### src/design/dep_pkg.sv
package dep_pkg;

    typedef enum logic [1:0] {
        ST_DATA = 2'd0,
        ST_END  = 2'd1,
        ST_BAD  = 2'd2
    } status_t;

    localparam logic [15:0] HDR_BYTES   = 16'd8;
    localparam logic [15:0] POS_RL_LO   = 16'd4;
    localparam logic [15:0] POS_RL_HI   = 16'd5;
    localparam logic [15:0] POS_NAMELEN = 16'd6;
    localparam logic [15:0] POS_KIND    = 16'd7;

    typedef struct packed {
        logic [7:0] data_byte;
        logic       dir_start;
        logic       dir_end;
    } in_item_t;

    typedef struct packed {
        status_t     status;
        logic [31:0] entry_inode;
        logic [15:0] record_length;
        logic [7:0]  name_length;
        logic [7:0]  file_kind;
        logic [7:0]  name_byte;
        logic        name_byte_valid;
        logic        last_of_entry;
    } out_item_t;

endpackage

### src/design/dep_if.sv
interface dep_in_if;
    logic             valid;
    logic             ready;
    dep_pkg::in_item_t data;

    modport source (output valid, output data, input ready);
    modport sink (input valid, input data, output ready);
endinterface

interface dep_out_if;
    logic              valid;
    logic              ready;
    dep_pkg::out_item_t data;

    modport source (output valid, output data, input ready);
    modport sink (input valid, input data, output ready);
endinterface

### src/design/dep_parser.sv
module dep_parser (
    input  logic               clk,
    input  logic               rst_n,
    input  logic               fire,
    input  dep_pkg::in_item_t  item,
    output logic               res_valid,
    output dep_pkg::out_item_t res
);

    logic [15:0] offset_reg;
    logic [15:0] offset_next;
    logic [31:0] inode_reg;
    logic [31:0] inode_next;
    logic [15:0] rec_len_reg;
    logic [15:0] rec_len_next;
    logic [7:0]  name_len_reg;
    logic [7:0]  name_len_next;
    logic [7:0]  kind_reg;
    logic [7:0]  kind_next;
    logic        halted_reg;
    logic        halted_next;

    logic [15:0] pos;
    logic [31:0] inode_cur;
    logic [15:0] rec_len_cur;
    logic [7:0]  name_len_cur;
    logic [7:0]  kind_cur;
    logic        halted_cur;
    logic [16:0] pos_ext;
    logic [16:0] pos_inc;
    logic [16:0] name_end;
    logic        stop;
    logic        incomplete;
    logic [7:0]  b;

    always_comb
    begin
        b            = item.data_byte;
        pos          = item.dir_start ? 16'd0 : offset_reg;
        inode_cur    = item.dir_start ? 32'd0 : inode_reg;
        rec_len_cur  = item.dir_start ? 16'd0 : rec_len_reg;
        name_len_cur = item.dir_start ? 8'd0 : name_len_reg;
        kind_cur     = item.dir_start ? 8'd0 : kind_reg;
        halted_cur   = item.dir_start ? 1'b0 : halted_reg;

        inode_next    = inode_cur;
        rec_len_next  = rec_len_cur;
        name_len_next = name_len_cur;
        kind_next     = kind_cur;
        halted_next   = halted_cur;
        offset_next   = pos;
        stop          = 1'b0;

        res_valid           = 1'b0;
        res.status          = dep_pkg::ST_DATA;
        res.name_byte       = 8'd0;
        res.name_byte_valid = 1'b0;
        res.last_of_entry   = 1'b1;

        pos_ext = {1'b0, pos};
        pos_inc = pos_ext + 17'd1;

        if (pos < dep_pkg::POS_RL_LO)
        begin
            if (pos == 16'd0)
            begin
                rec_len_next  = 16'd0;
                name_len_next = 8'd0;
                kind_next     = 8'd0;
                inode_next    = {24'd0, b};
            end
            else
            begin
                case (pos[1:0])
                    2'd1:    inode_next[15:8]  = b;
                    2'd2:    inode_next[23:16] = b;
                    2'd3:    inode_next[31:24] = b;
                    default: inode_next[7:0]   = b;
                endcase
            end
            if (pos[1:0] == 2'd3 && inode_next == 32'd0)
            begin
                res_valid  = 1'b1;
                res.status = dep_pkg::ST_END;
                stop       = 1'b1;
            end
        end
        else if (pos == dep_pkg::POS_RL_LO)
        begin
            rec_len_next = {8'd0, b};
        end
        else if (pos == dep_pkg::POS_RL_HI)
        begin
            rec_len_next[15:8] = b;
        end
        else if (pos == dep_pkg::POS_NAMELEN)
        begin
            name_len_next = b;
        end
        else if (pos == dep_pkg::POS_KIND)
        begin
            kind_next = b;
            if (rec_len_cur < dep_pkg::HDR_BYTES
                || {8'd0, name_len_cur} > rec_len_cur - dep_pkg::HDR_BYTES)
            begin
                res_valid  = 1'b1;
                res.status = dep_pkg::ST_BAD;
                stop       = 1'b1;
            end
            else if (name_len_cur == 8'd0)
            begin
                res_valid = 1'b1;
            end
        end

        name_end = {1'b0, dep_pkg::HDR_BYTES} + {9'd0, name_len_next};

        if (pos > dep_pkg::POS_KIND && pos_ext < name_end)
        begin
            res_valid           = 1'b1;
            res.name_byte       = b;
            res.name_byte_valid = 1'b1;
            res.last_of_entry   = (pos_inc == name_end);
        end

        if (!stop)
        begin
            if (pos >= dep_pkg::POS_KIND && pos_inc >= {1'b0, rec_len_next})
            begin
                offset_next = 16'd0;
            end
            else
            begin
                offset_next = pos_inc[15:0];
            end
            if (item.dir_end)
            begin
                incomplete = (pos < dep_pkg::POS_KIND) || (pos_inc < name_end);
                if (incomplete)
                begin
                    res_valid           = 1'b1;
                    res.status          = dep_pkg::ST_BAD;
                    res.name_byte       = 8'd0;
                    res.name_byte_valid = 1'b0;
                    res.last_of_entry   = 1'b1;
                end
                halted_next = 1'b1;
                offset_next = 16'd0;
            end
            else
            begin
                incomplete = 1'b0;
            end
        end
        else
        begin
            incomplete  = 1'b0;
            halted_next = 1'b1;
            offset_next = 16'd0;
        end

        if (halted_cur)
        begin
            res_valid     = 1'b0;
            inode_next    = inode_cur;
            rec_len_next  = rec_len_cur;
            name_len_next = name_len_cur;
            kind_next     = kind_cur;
            halted_next   = 1'b1;
            offset_next   = pos;
        end

        res.entry_inode   = inode_next;
        res.record_length = rec_len_next;
        res.name_length   = name_len_next;
        res.file_kind     = kind_next;
    end

    always_ff @(posedge clk or negedge rst_n)
    begin
        if (!rst_n)
        begin
            offset_reg   <= 16'd0;
            inode_reg    <= 32'd0;
            rec_len_reg  <= 16'd0;
            name_len_reg <= 8'd0;
            kind_reg     <= 8'd0;
            halted_reg   <= 1'b0;
        end
        else if (fire)
        begin
            offset_reg   <= offset_next;
            inode_reg    <= inode_next;
            rec_len_reg  <= rec_len_next;
            name_len_reg <= name_len_next;
            kind_reg     <= kind_next;
            halted_reg   <= halted_next;
        end
    end

endmodule

### src/design/dep_out_stage.sv
module dep_out_stage (
    input  logic               clk,
    input  logic               rst_n,
    input  logic               load,
    input  dep_pkg::out_item_t res,
    output logic               can_take,
    dep_out_if.source          out_ch
);

    logic               valid_reg;
    logic               valid_next;
    dep_pkg::out_item_t data_reg;

    assign can_take = !valid_reg || out_ch.ready;

    always_comb
    begin
        if (load)
        begin
            valid_next = 1'b1;
        end
        else if (out_ch.ready)
        begin
            valid_next = 1'b0;
        end
        else
        begin
            valid_next = valid_reg;
        end
    end

    always_ff @(posedge clk or negedge rst_n)
    begin
        if (!rst_n)
        begin
            valid_reg <= 1'b0;
        end
        else
        begin
            valid_reg <= valid_next;
        end
    end

    always_ff @(posedge clk)
    begin
        if (load)
        begin
            data_reg <= res;
        end
    end

    assign out_ch.valid = valid_reg;
    assign out_ch.data  = data_reg;

endmodule

### src/design/dir_entry_stream_parser.sv
// Each byte is registered at the input, and its result is registered at the output.
// Throughput: one input byte per cycle, with at most one result per byte; a held
// result stalls the input.
// The loop through the entry offset and header registers sets the rate.
// Reset clears the entry offset, header fields and halt flag, and empties both
// the input register and the output register.
module dir_entry_stream_parser (
    input  logic      clk,
    input  logic      rst_n,
    dep_in_if.sink    in_ch,
    dep_out_if.source out_ch
);

    logic               in_valid_reg;
    logic               in_valid_next;
    dep_pkg::in_item_t  in_data_reg;
    logic               can_take;
    logic               fire;
    logic               res_valid;
    dep_pkg::out_item_t res;

    assign fire        = in_valid_reg && can_take;
    assign in_ch.ready = !in_valid_reg || can_take;

    always_comb
    begin
        if (in_ch.valid && in_ch.ready)
        begin
            in_valid_next = 1'b1;
        end
        else if (fire)
        begin
            in_valid_next = 1'b0;
        end
        else
        begin
            in_valid_next = in_valid_reg;
        end
    end

    always_ff @(posedge clk or negedge rst_n)
    begin
        if (!rst_n)
        begin
            in_valid_reg <= 1'b0;
        end
        else
        begin
            in_valid_reg <= in_valid_next;
        end
    end

    always_ff @(posedge clk)
    begin
        if (in_ch.valid && in_ch.ready)
        begin
            in_data_reg <= in_ch.data;
        end
    end

    dep_parser u_parser (
        .clk       (clk),
        .rst_n     (rst_n),
        .fire      (fire),
        .item      (in_data_reg),
        .res_valid (res_valid),
        .res       (res)
    );

    dep_out_stage u_out (
        .clk      (clk),
        .rst_n    (rst_n),
        .load     (fire && res_valid),
        .res      (res),
        .can_take (can_take),
        .out_ch   (out_ch)
    );

endmodule
### src/flat_wrapper.sv
// flat-port wrapper written by rule: the top's interface ports become plain ports
module dir_entry_stream_parser_flat 
  (clk, rst_n, in_ch_valid, in_ch_data, in_ch_ready, out_ch_valid, out_ch_data, out_ch_ready);
  dep_in_if in_ch_i ();
  dep_out_if out_ch_i ();
  input  logic clk;
  input  logic rst_n;
  input wire logic [$bits(in_ch_i.valid)-1:0] in_ch_valid;
  input wire logic [$bits(in_ch_i.data)-1:0] in_ch_data;
  output wire logic [$bits(in_ch_i.ready)-1:0] in_ch_ready;
  output wire logic [$bits(out_ch_i.valid)-1:0] out_ch_valid;
  output wire logic [$bits(out_ch_i.data)-1:0] out_ch_data;
  input wire logic [$bits(out_ch_i.ready)-1:0] out_ch_ready;
  assign in_ch_i.valid = in_ch_valid;
  assign in_ch_i.data = in_ch_data;
  assign in_ch_ready = in_ch_i.ready;
  assign out_ch_valid = out_ch_i.valid;
  assign out_ch_data = out_ch_i.data;
  assign out_ch_i.ready = out_ch_ready;
  dir_entry_stream_parser u_core (.clk(clk), .rst_n(rst_n), .in_ch(in_ch_i), .out_ch(out_ch_i));
endmodule
### config.mk
export PLATFORM = sky130hd
export DESIGN_NAME = dir_entry_stream_parser_flat
export DESIGN_NICKNAME = d
export VERILOG_FILES = /design/src/design/dep_pkg.sv /design/src/design/dep_if.sv /design/src/design/dep_parser.sv /design/src/design/dep_out_stage.sv /design/src/design/dir_entry_stream_parser.sv /design/src/flat_wrapper.sv
export SDC_FILE = /design/constraint.sdc
export NUM_CORES = 1
export LEC_CHECK = 0
export ABC_AREA = 1
export BUFFER_PORTS_ARGS = -buffer_cell sky130_fd_sc_hd__buf_2
export CORE_ASPECT_RATIO = 2
export CORE_UTILIZATION = 60
export CTS_BUF_LIST = sky130_fd_sc_hd__clkbuf_16
export CTS_CLUSTER_DIAMETER = 80
export CTS_CLUSTER_SIZE = 28
export DETAILED_ROUTE_END_ITERATION = 6
export GPL_TIMING_DRIVEN = 0
export HOLD_SLACK_MARGIN = 0.12
export PLACE_DENSITY = 0.77
export SKIP_CTS_REPAIR_TIMING = 1
export SKIP_LAST_GASP = 1
export SYNTH_ARGS = -nofsm -noshare
export SYNTH_HDL_FRONTEND = slang
export SYNTH_HIERARCHICAL = 1
export SYNTH_SLANG_ARGS = --single-unit
### constraint.sdc
create_clock -name clk -period 7.5 [get_ports clk]
set_input_delay 1.875 -clock clk [delete_from_list [all_inputs] [get_ports clk]]
set_output_delay 1.875 -clock clk [all_outputs]
set_load 0.005 [all_outputs]
* Yosys cells after proc, flatten, opt, wreduce, memory -nomap -nowiden
Index checks and enable logic that the tools add are counted.
W data, S select, Z words.
** Word-level totals
- Register bits :: 169
- Bits in latches :: 0
- Bits in writable memories :: 0
- ROM bits :: 0
- Input bits :: 14
- Output and inout bits :: 78
- Word-level logic and storage cells :: 134
- Memories kept :: 0
** Operators by class
- Add/sub/neg operators :: 3
- Multiply operators :: 0
- Div/mod/pow operators :: 0
- Magnitude comparators :: 9
- Equality and inequality tests :: 8
- Shift operators :: 0
- Mux-type cells :: 77
- Bitwise logic cells :: 0
- Reduce and logical (&&, ||, !) cells :: 18
** Operators with widths (count)
- $mux W8 :: 22
- $mux W32 :: 5
- $mux W16 :: 9
- $eq A16 B3 Y1 const B :: 4
- $mux W10 :: 4
- $logic_not A32 Y1 :: 1
- $lt A16 B3 Y1 const B :: 2
- $mux W1 :: 28
- $mux W2 :: 9
- $add A16 B1 Y17 const B :: 1
- $eq A17 B9 Y1 :: 1
- $ge A17 B16 Y1 :: 1
- $lt A17 B9 Y1 :: 1
- $ge A16 B3 Y1 const B :: 1
- $gt A16 B3 Y1 const B :: 1
- $gt A8 B16 Y1 :: 1
- $logic_not A16 Y1 :: 1
- $lt A16 B4 Y1 const B :: 1
- $lt A16 B9 Y1 :: 1
- $sub A16 B4 Y16 const B :: 1
- $add A4 B8 Y9 const A :: 1
- $logic_not A8 Y1 :: 1
- $logic_and A1 B1 Y1 :: 6
- $eq A2 B2 Y1 const B :: 2
- other kinds (5) :: 10

* Depth between registers and ports, before layout
- Depth after elaboration :: 17
- Mapped depth :: 32
- Depth with buffers taken out :: 30

* By module
Netlist, hierarchy kept.
** By module, submodules not included
- dep_parser :: instances 1, cells an instance 1134, area each 7186.9 µm²
- dep_out_stage :: instances 1, cells an instance 81, area each 2327.2 µm²
- dir_entry_stream_parser :: instances 1, cells an instance 20, area each 362.8 µm²

* Worst setup path after synthesis
OpenSTA, ideal clock, no wires.
- Path kind :: register to register
- Start :: register u_core/in_data_reg[1] (netlist name)
- End :: register u_core.u_out.data_reg, in the netlist u_core/u_out/out_ch.data[0] (enable)
- Data arrival time :: 5110 ps
- Data required time :: 7049 ps
- Path slack :: 1940 ps
- Cell stages (with the launch flop) :: 30
- Clock period less this slack :: 5560 ps
- Path through :: edfxtp_1 buf_6 inv_6 buf_6 o21ai_2 nand2_2 nor2_2 nand3_4 buf_6 buf_2 inv_1 nor2_1 ha_1 inv_1 ha_1 a21oi_1 o221ai_1 a21oi_1 nand2_1 nand2_1 nand2_1 nand2_1 nand2_1 nand2_2 nand2_1 nand2_1 nor2_1 nor2_1 inv_1 nor2_2
** On the way
- Cells in the longest elaborated chain, start to end :: 16
- Elaborated cells on any way between the ends :: 61
- Classes of those cells :: add/sub: 3; order compare: 7; eq/ne: 7; mux: 35; reduce/logical: 9
** Ends and longest elaborated chain
- start: declaration :: RTL line dir_entry_stream_parser.sv:16 : dep_pkg::in_item_t in_data_reg;
- start signal: assignment :: RTL line dir_entry_stream_parser.sv:57 : in_data_reg <= in_ch.data;
- $mux W16 (on tied branches) :: RTL line dep_parser.sv:41, dep_parser.sv:39
- $sub A16 B4 Y16, or another cell as far along :: RTL line dep_parser.sv:104 : || {8'd0, name_len_cur} > rec_len_cur - dep_pkg::HDR_BYTES)
- $gt A8 B16 Y1 / $reduce_or A3 Y1 (equally long branches)
- $logic_or A1 B1 Y1 / $mux W8 (equally long branches) :: RTL line dep_parser.sv:104, dep_parser.sv:74
- $mux W1 / $mux W32 (equally long branches) :: RTL line dep_parser.sv:103, dep_parser.sv:65
- $mux W1 / $mux W32 (equally long branches) :: RTL line dep_parser.sv:100, dep_parser.sv:63
- $mux W1 / $logic_not A32 Y1 (equally long branches) :: RTL line dep_parser.sv:96, dep_parser.sv:81
- $mux W1 / $logic_and A1 B1 Y1 (equally long branches) :: RTL line dep_parser.sv:92, dep_parser.sv:81
- $mux W1 (on tied branches) :: RTL line dep_parser.sv:88, dep_parser.sv:81
- $mux W1 :: RTL line dep_parser.sv:63 : if (pos < dep_pkg::POS_RL_LO)
- $mux W1 :: RTL line dep_parser.sv:118 : if (pos > dep_pkg::POS_KIND && pos_ext < name_end)
- $mux W1 :: RTL line dep_parser.sv:139 : if (incomplete)
- $mux W1 :: RTL line dep_parser.sv:136 : if (item.dir_end)
- $mux W1 :: RTL line dep_parser.sv:126 : if (!stop)
- $mux W1 (*) :: RTL line dep_parser.sv:162 : if (halted_cur)
- net u_core.res_valid :: RTL line dir_entry_stream_parser.sv:19 : logic res_valid;
- $logic_and A1 B1 Y1 (*) :: RTL line dir_entry_stream_parser.sv:73 : .load (fire && res_valid),
- end signal: assignment :: RTL line dep_out_stage.sv:48 : data_reg <= res;
- end: declaration :: RTL line dep_out_stage.sv:12 : dep_pkg::out_item_t data_reg;
Mark *: on every way through the listed nets, which the timed path passes. The rest lies on a longest branch. The select of a mux whose other input is x is not followed.
A chain may end at the register's enable or synchronous reset.

* Worst setup path in the final report
- Start :: register u_core/in_data_reg[1] (netlist name)
- End :: register u_core.u_out.data_reg, in the netlist u_core/u_out/out_ch.data[7] (enable)
The elaborated chain is that of the path after synthesis.

==> run summary <==
area grow syn2layout: 14.14%
Peak VDD IR: 0.1668 mV
final wirelength: 32,440 um
Leakage: 0.005147 uW
R2R setup slack: 1.87 ns
largest stage delay on the critical path: 0.58 ns
Die W: 92.73 um
Power per Cell Area: 233.5 nW/um^2
cell total after placement: 1,533
clk_lat worst skew: 0.44 ns
Finished Cell Area: 11,270 um^2
final setup fails: 0
achievable clock frequency: 177.6 MHz
drt pass-1 iters: 7
max_cap viols: 0
Synth Area in Simple Gates: 25.11%
Fin Clk Skew: 0.01250 ns
slew at the pin with the worst max-slew slack: 1.258 ns
row count: 66
failing checks: design-rule violations
syn_area_per_cell: 7.998 um^2
initial detailed-routing violation count: 718
kind of start point of the critical path: flip-flop
DR DRC count: 1
Slew Limit Fails: 0
number of non-filler instances in the completed layout: 1,565
Slew HR: 16.14%
Post-synth EDFFs: 86
Routed wire per std cell: 20.73 um
Synth Area in Compound Gates: 13.02%
initial antenna violation count: 0
Routed Antenna Nets: 0
core area: 16,190 um^2
port bufs: 91
hold_ws: 0.4935 ns
first-pass GRT wire length: 49,240 um
Crit. Startpoint: u_core/in_data_reg[1]
Final Hold Fails: 0
crit-path leading delay family: buffers and inverters
largest net degree at the start of global routing: 49
WP data arrival: 5.76 ns
setup_tns: 0 ns
Inserted Diodes: 0
DR vias: 9,319
Via density: 5.955
Max clock buf depth: 2
max reg flops: 76
worst path buffer plus inverter count: 8
Hold Path End: u_core/u_parser/kind_reg[4]
Top FF cell, synth: edfxtp_1
GPL Wtd Cong: 0.9951
Synth Area in XOR/XNOR: 0.8867%
layout cells sized above 1: 14.25%
post-synthesis async set-or-reset flop share: 49.11%
CTS Buf Count: 17
root buf cell: clkbuf_16
crit end category: flip-flop
post-synthesis sequential area ratio: 47.18%
DP Area: 10,670 um^2
Mapped Nets: 1,287
largest family of logic cells by synthesized area: simple AND/OR/NAND/NOR gates
All-Layer GR Usage: 39.92%
number of global-route vias before repair: 9,217
reg2reg path depth: 27
Hold Crit Class: flip-flop to flip-flop
Worst path slowest cell: nor2_4
Reg clk slew, reported paths: 0.07 ns
final worst path period need: 5.631 ns
CP Max Fanout: 31
Reg-to-Reg Start: u_core/in_data_reg[1]
Die Span Y: 183.4 um
worst r2r dst: u_core/u_out/out_ch.data[7]
post-synthesis register bit count: 169
fin crit share: 75.09%
DIE AREA: 17,010 um^2
total I/O pin count: 92
Gate Count Post-Synth: 1,235
Cell variety after synth: 48
CP required: 7.63 ns
RSZ-0062 raised after global routing: no
nets: 1,400
Crit Path Class: flip-flop to flip-flop
mux cell area share after synthesis: 0%
total global routing overflow: 0
Initial Util: 61.02%
final core utilization: 69.65%
cell area after synthesis: 9877 um^2
Adder-Cell Fraction of Synth Area: 4.814%
hold path start: u_core/u_parser/kind_reg[4]
post-detail-place hpwl: 24,450 um
status: complete, but fails checks
worst hold path depth: 2
Ys Warns: 6
H-tree levels: 4
CTS tree: built
most used cell, CP: nand2_1
clock sinks: 169
==> logic make-up after synthesis <==
group,after synthesis
simple gates,556
compound gates,237
fa+ha+maj,38
xor+xnor,10
buf+inv,225
flops,169
==> final cells by class <==
| type | instances | area (um^2) |
|---|---|---|
| timing repair buffer | 94 | 533.0 |
| multi-input combinational | 841 | 4334 |
| inverter | 177 | 669.4 |
| clock inverter | 13 | 127.6 |
| fill | 1382 | 4912 |
| clock buffer | 19 | 475.5 |
| tap | 204 | 255.2 |
| buffer | 48 | 219.0 |
| sequential | 169 | 4659 |
==> layout by cell type (no fill, tap or decap), types with 3 or more instances in the layout <==
master and count:
nand2_4 3, nand2_1 316, dfrtp_1 83, inv_6 3, nand3_2 6, o21ai_2 3, o21ai_0 153, xor2_1 8
clkbuf_16 19, a21oi_1 23, edfxtp_1 86, clkinvlp_4 4, nand4_1 23, nor2_2 15, o211ai_1 6, nand2_2 11
buf_1 6, buf_4 3, nor2_1 108, inv_1 171, nor3_1 9, inv_2 7, nor2_4 4, o22ai_1 18
clkbuf_1 30, o21ai_1 15, buf_2 97, nand3_1 40, ha_1 38, a31oi_1 7, nor4_1 7, buf_6 3
nand3_4 3, o31ai_1 4
==> synth_stat cells, types with 4 or more instances <==
master / n / share of area [%]
buf_1: 6 / 0.23
a21oi_1: 23 / 1.2
nand3_1: 40 / 2.0
buf_2: 7 / 0.35
o211ai_1: 6 / 0.46
clkbuf_1: 30 / 1.1
nand3_2: 6 / 0.61
nor2_2: 16 / 1.0
nor4_1: 7 / 0.44
o21ai_1: 15 / 0.76
xor2_1: 8 / 0.71
nand4_1: 23 / 1.5
nor3_1: 9 / 0.46
inv_2: 7 / 0.27
o31ai_1: 4 / 0.30
o22ai_1: 18 / 1.1
dfrtp_1: 83 / 21
a31oi_1: 7 / 0.44
ha_1: 38 / 4.8
nand2_1: 316 / 12
nor2_1: 108 / 4.1
o21ai_0: 153 / 7.8
inv_1: 167 / 6.3
nand2_2: 11 / 0.70
edfxtp_1: 86 / 26
==> routing by layer <==
layer | share of wire [%] | vias to the layer above | global-route usage, % | wire length (um)
li1 | - | 4300 | - | -
met1 | 32 | 4290 | 38.75 | 10230
met2 | 51 | 549 | 70.93 | 16650
met3 | 6.8 | 180 | 6.369 | 2211
met4 | 10 | 0 | 36.00 | 3342
met5 | 0 | - | 0 | 0
==> worst reg2reg max path, stage by stage, from the launching register on <==
cell and delay, ns:
edfxtp_1 0.40, buf_6 0.18, inv_6 0.11, nand2_1 0.14
nand2_1 0.19, inv_2 0.15, nand3_4 0.20, buf_6 0.17
buf_2 0.34, buf_1 0.57, o211ai_1 0.36, ha_1 0.40
a21oi_1 0.16, o221ai_1 0.13, a21oi_1 0.14, nand2_1 0.06
nand2_1 0.05, nand2_1 0.05, nand2_1 0.11, nand2_1 0.09
nand2_2 0.09, nand2_1 0.07, nand2_1 0.06, nor2_1 0.04
nor2_1 0.09, inv_1 0.08, nor2_4 0.58, buf_12 0.30
==> how the worst max path moves through the flow <==
stage / endpoint / slack, ns / cells after the start
after floorplan: u_core/u_out/out_ch.data[0] / 1.94 / 29
after global placement: u_core/u_out/out_ch.data[25] / 0.07 / 26
after detailed placement: u_core/u_out/out_ch.data[30] / 2.08 / 27
after CTS: u_core/u_out/out_ch.data[35] / 2.05 / 27
after global routing: u_core/u_out/out_ch.data[7] / 1.58 / 29
final: u_core/u_out/out_ch.data[7] / 1.87 / 27
==> power breakdown <==
group | internal [uW] | switching [uW]
Combinational | 173 | 457
Clock | 526 | 371
Sequential | 1070 | 36.4
==> stage by stage <==
stage | total power, uW | setup slack [ns]
floorplan | 1498 | 1.940
global placement | 1710 | 0.07239
detailed placement | 1728 | 2.080
CTS | 2619 | 2.047
global route | 2731 | 1.581
finish | 2633 | 1.869
No activity file was read; power rests on OpenSTA's default activity.
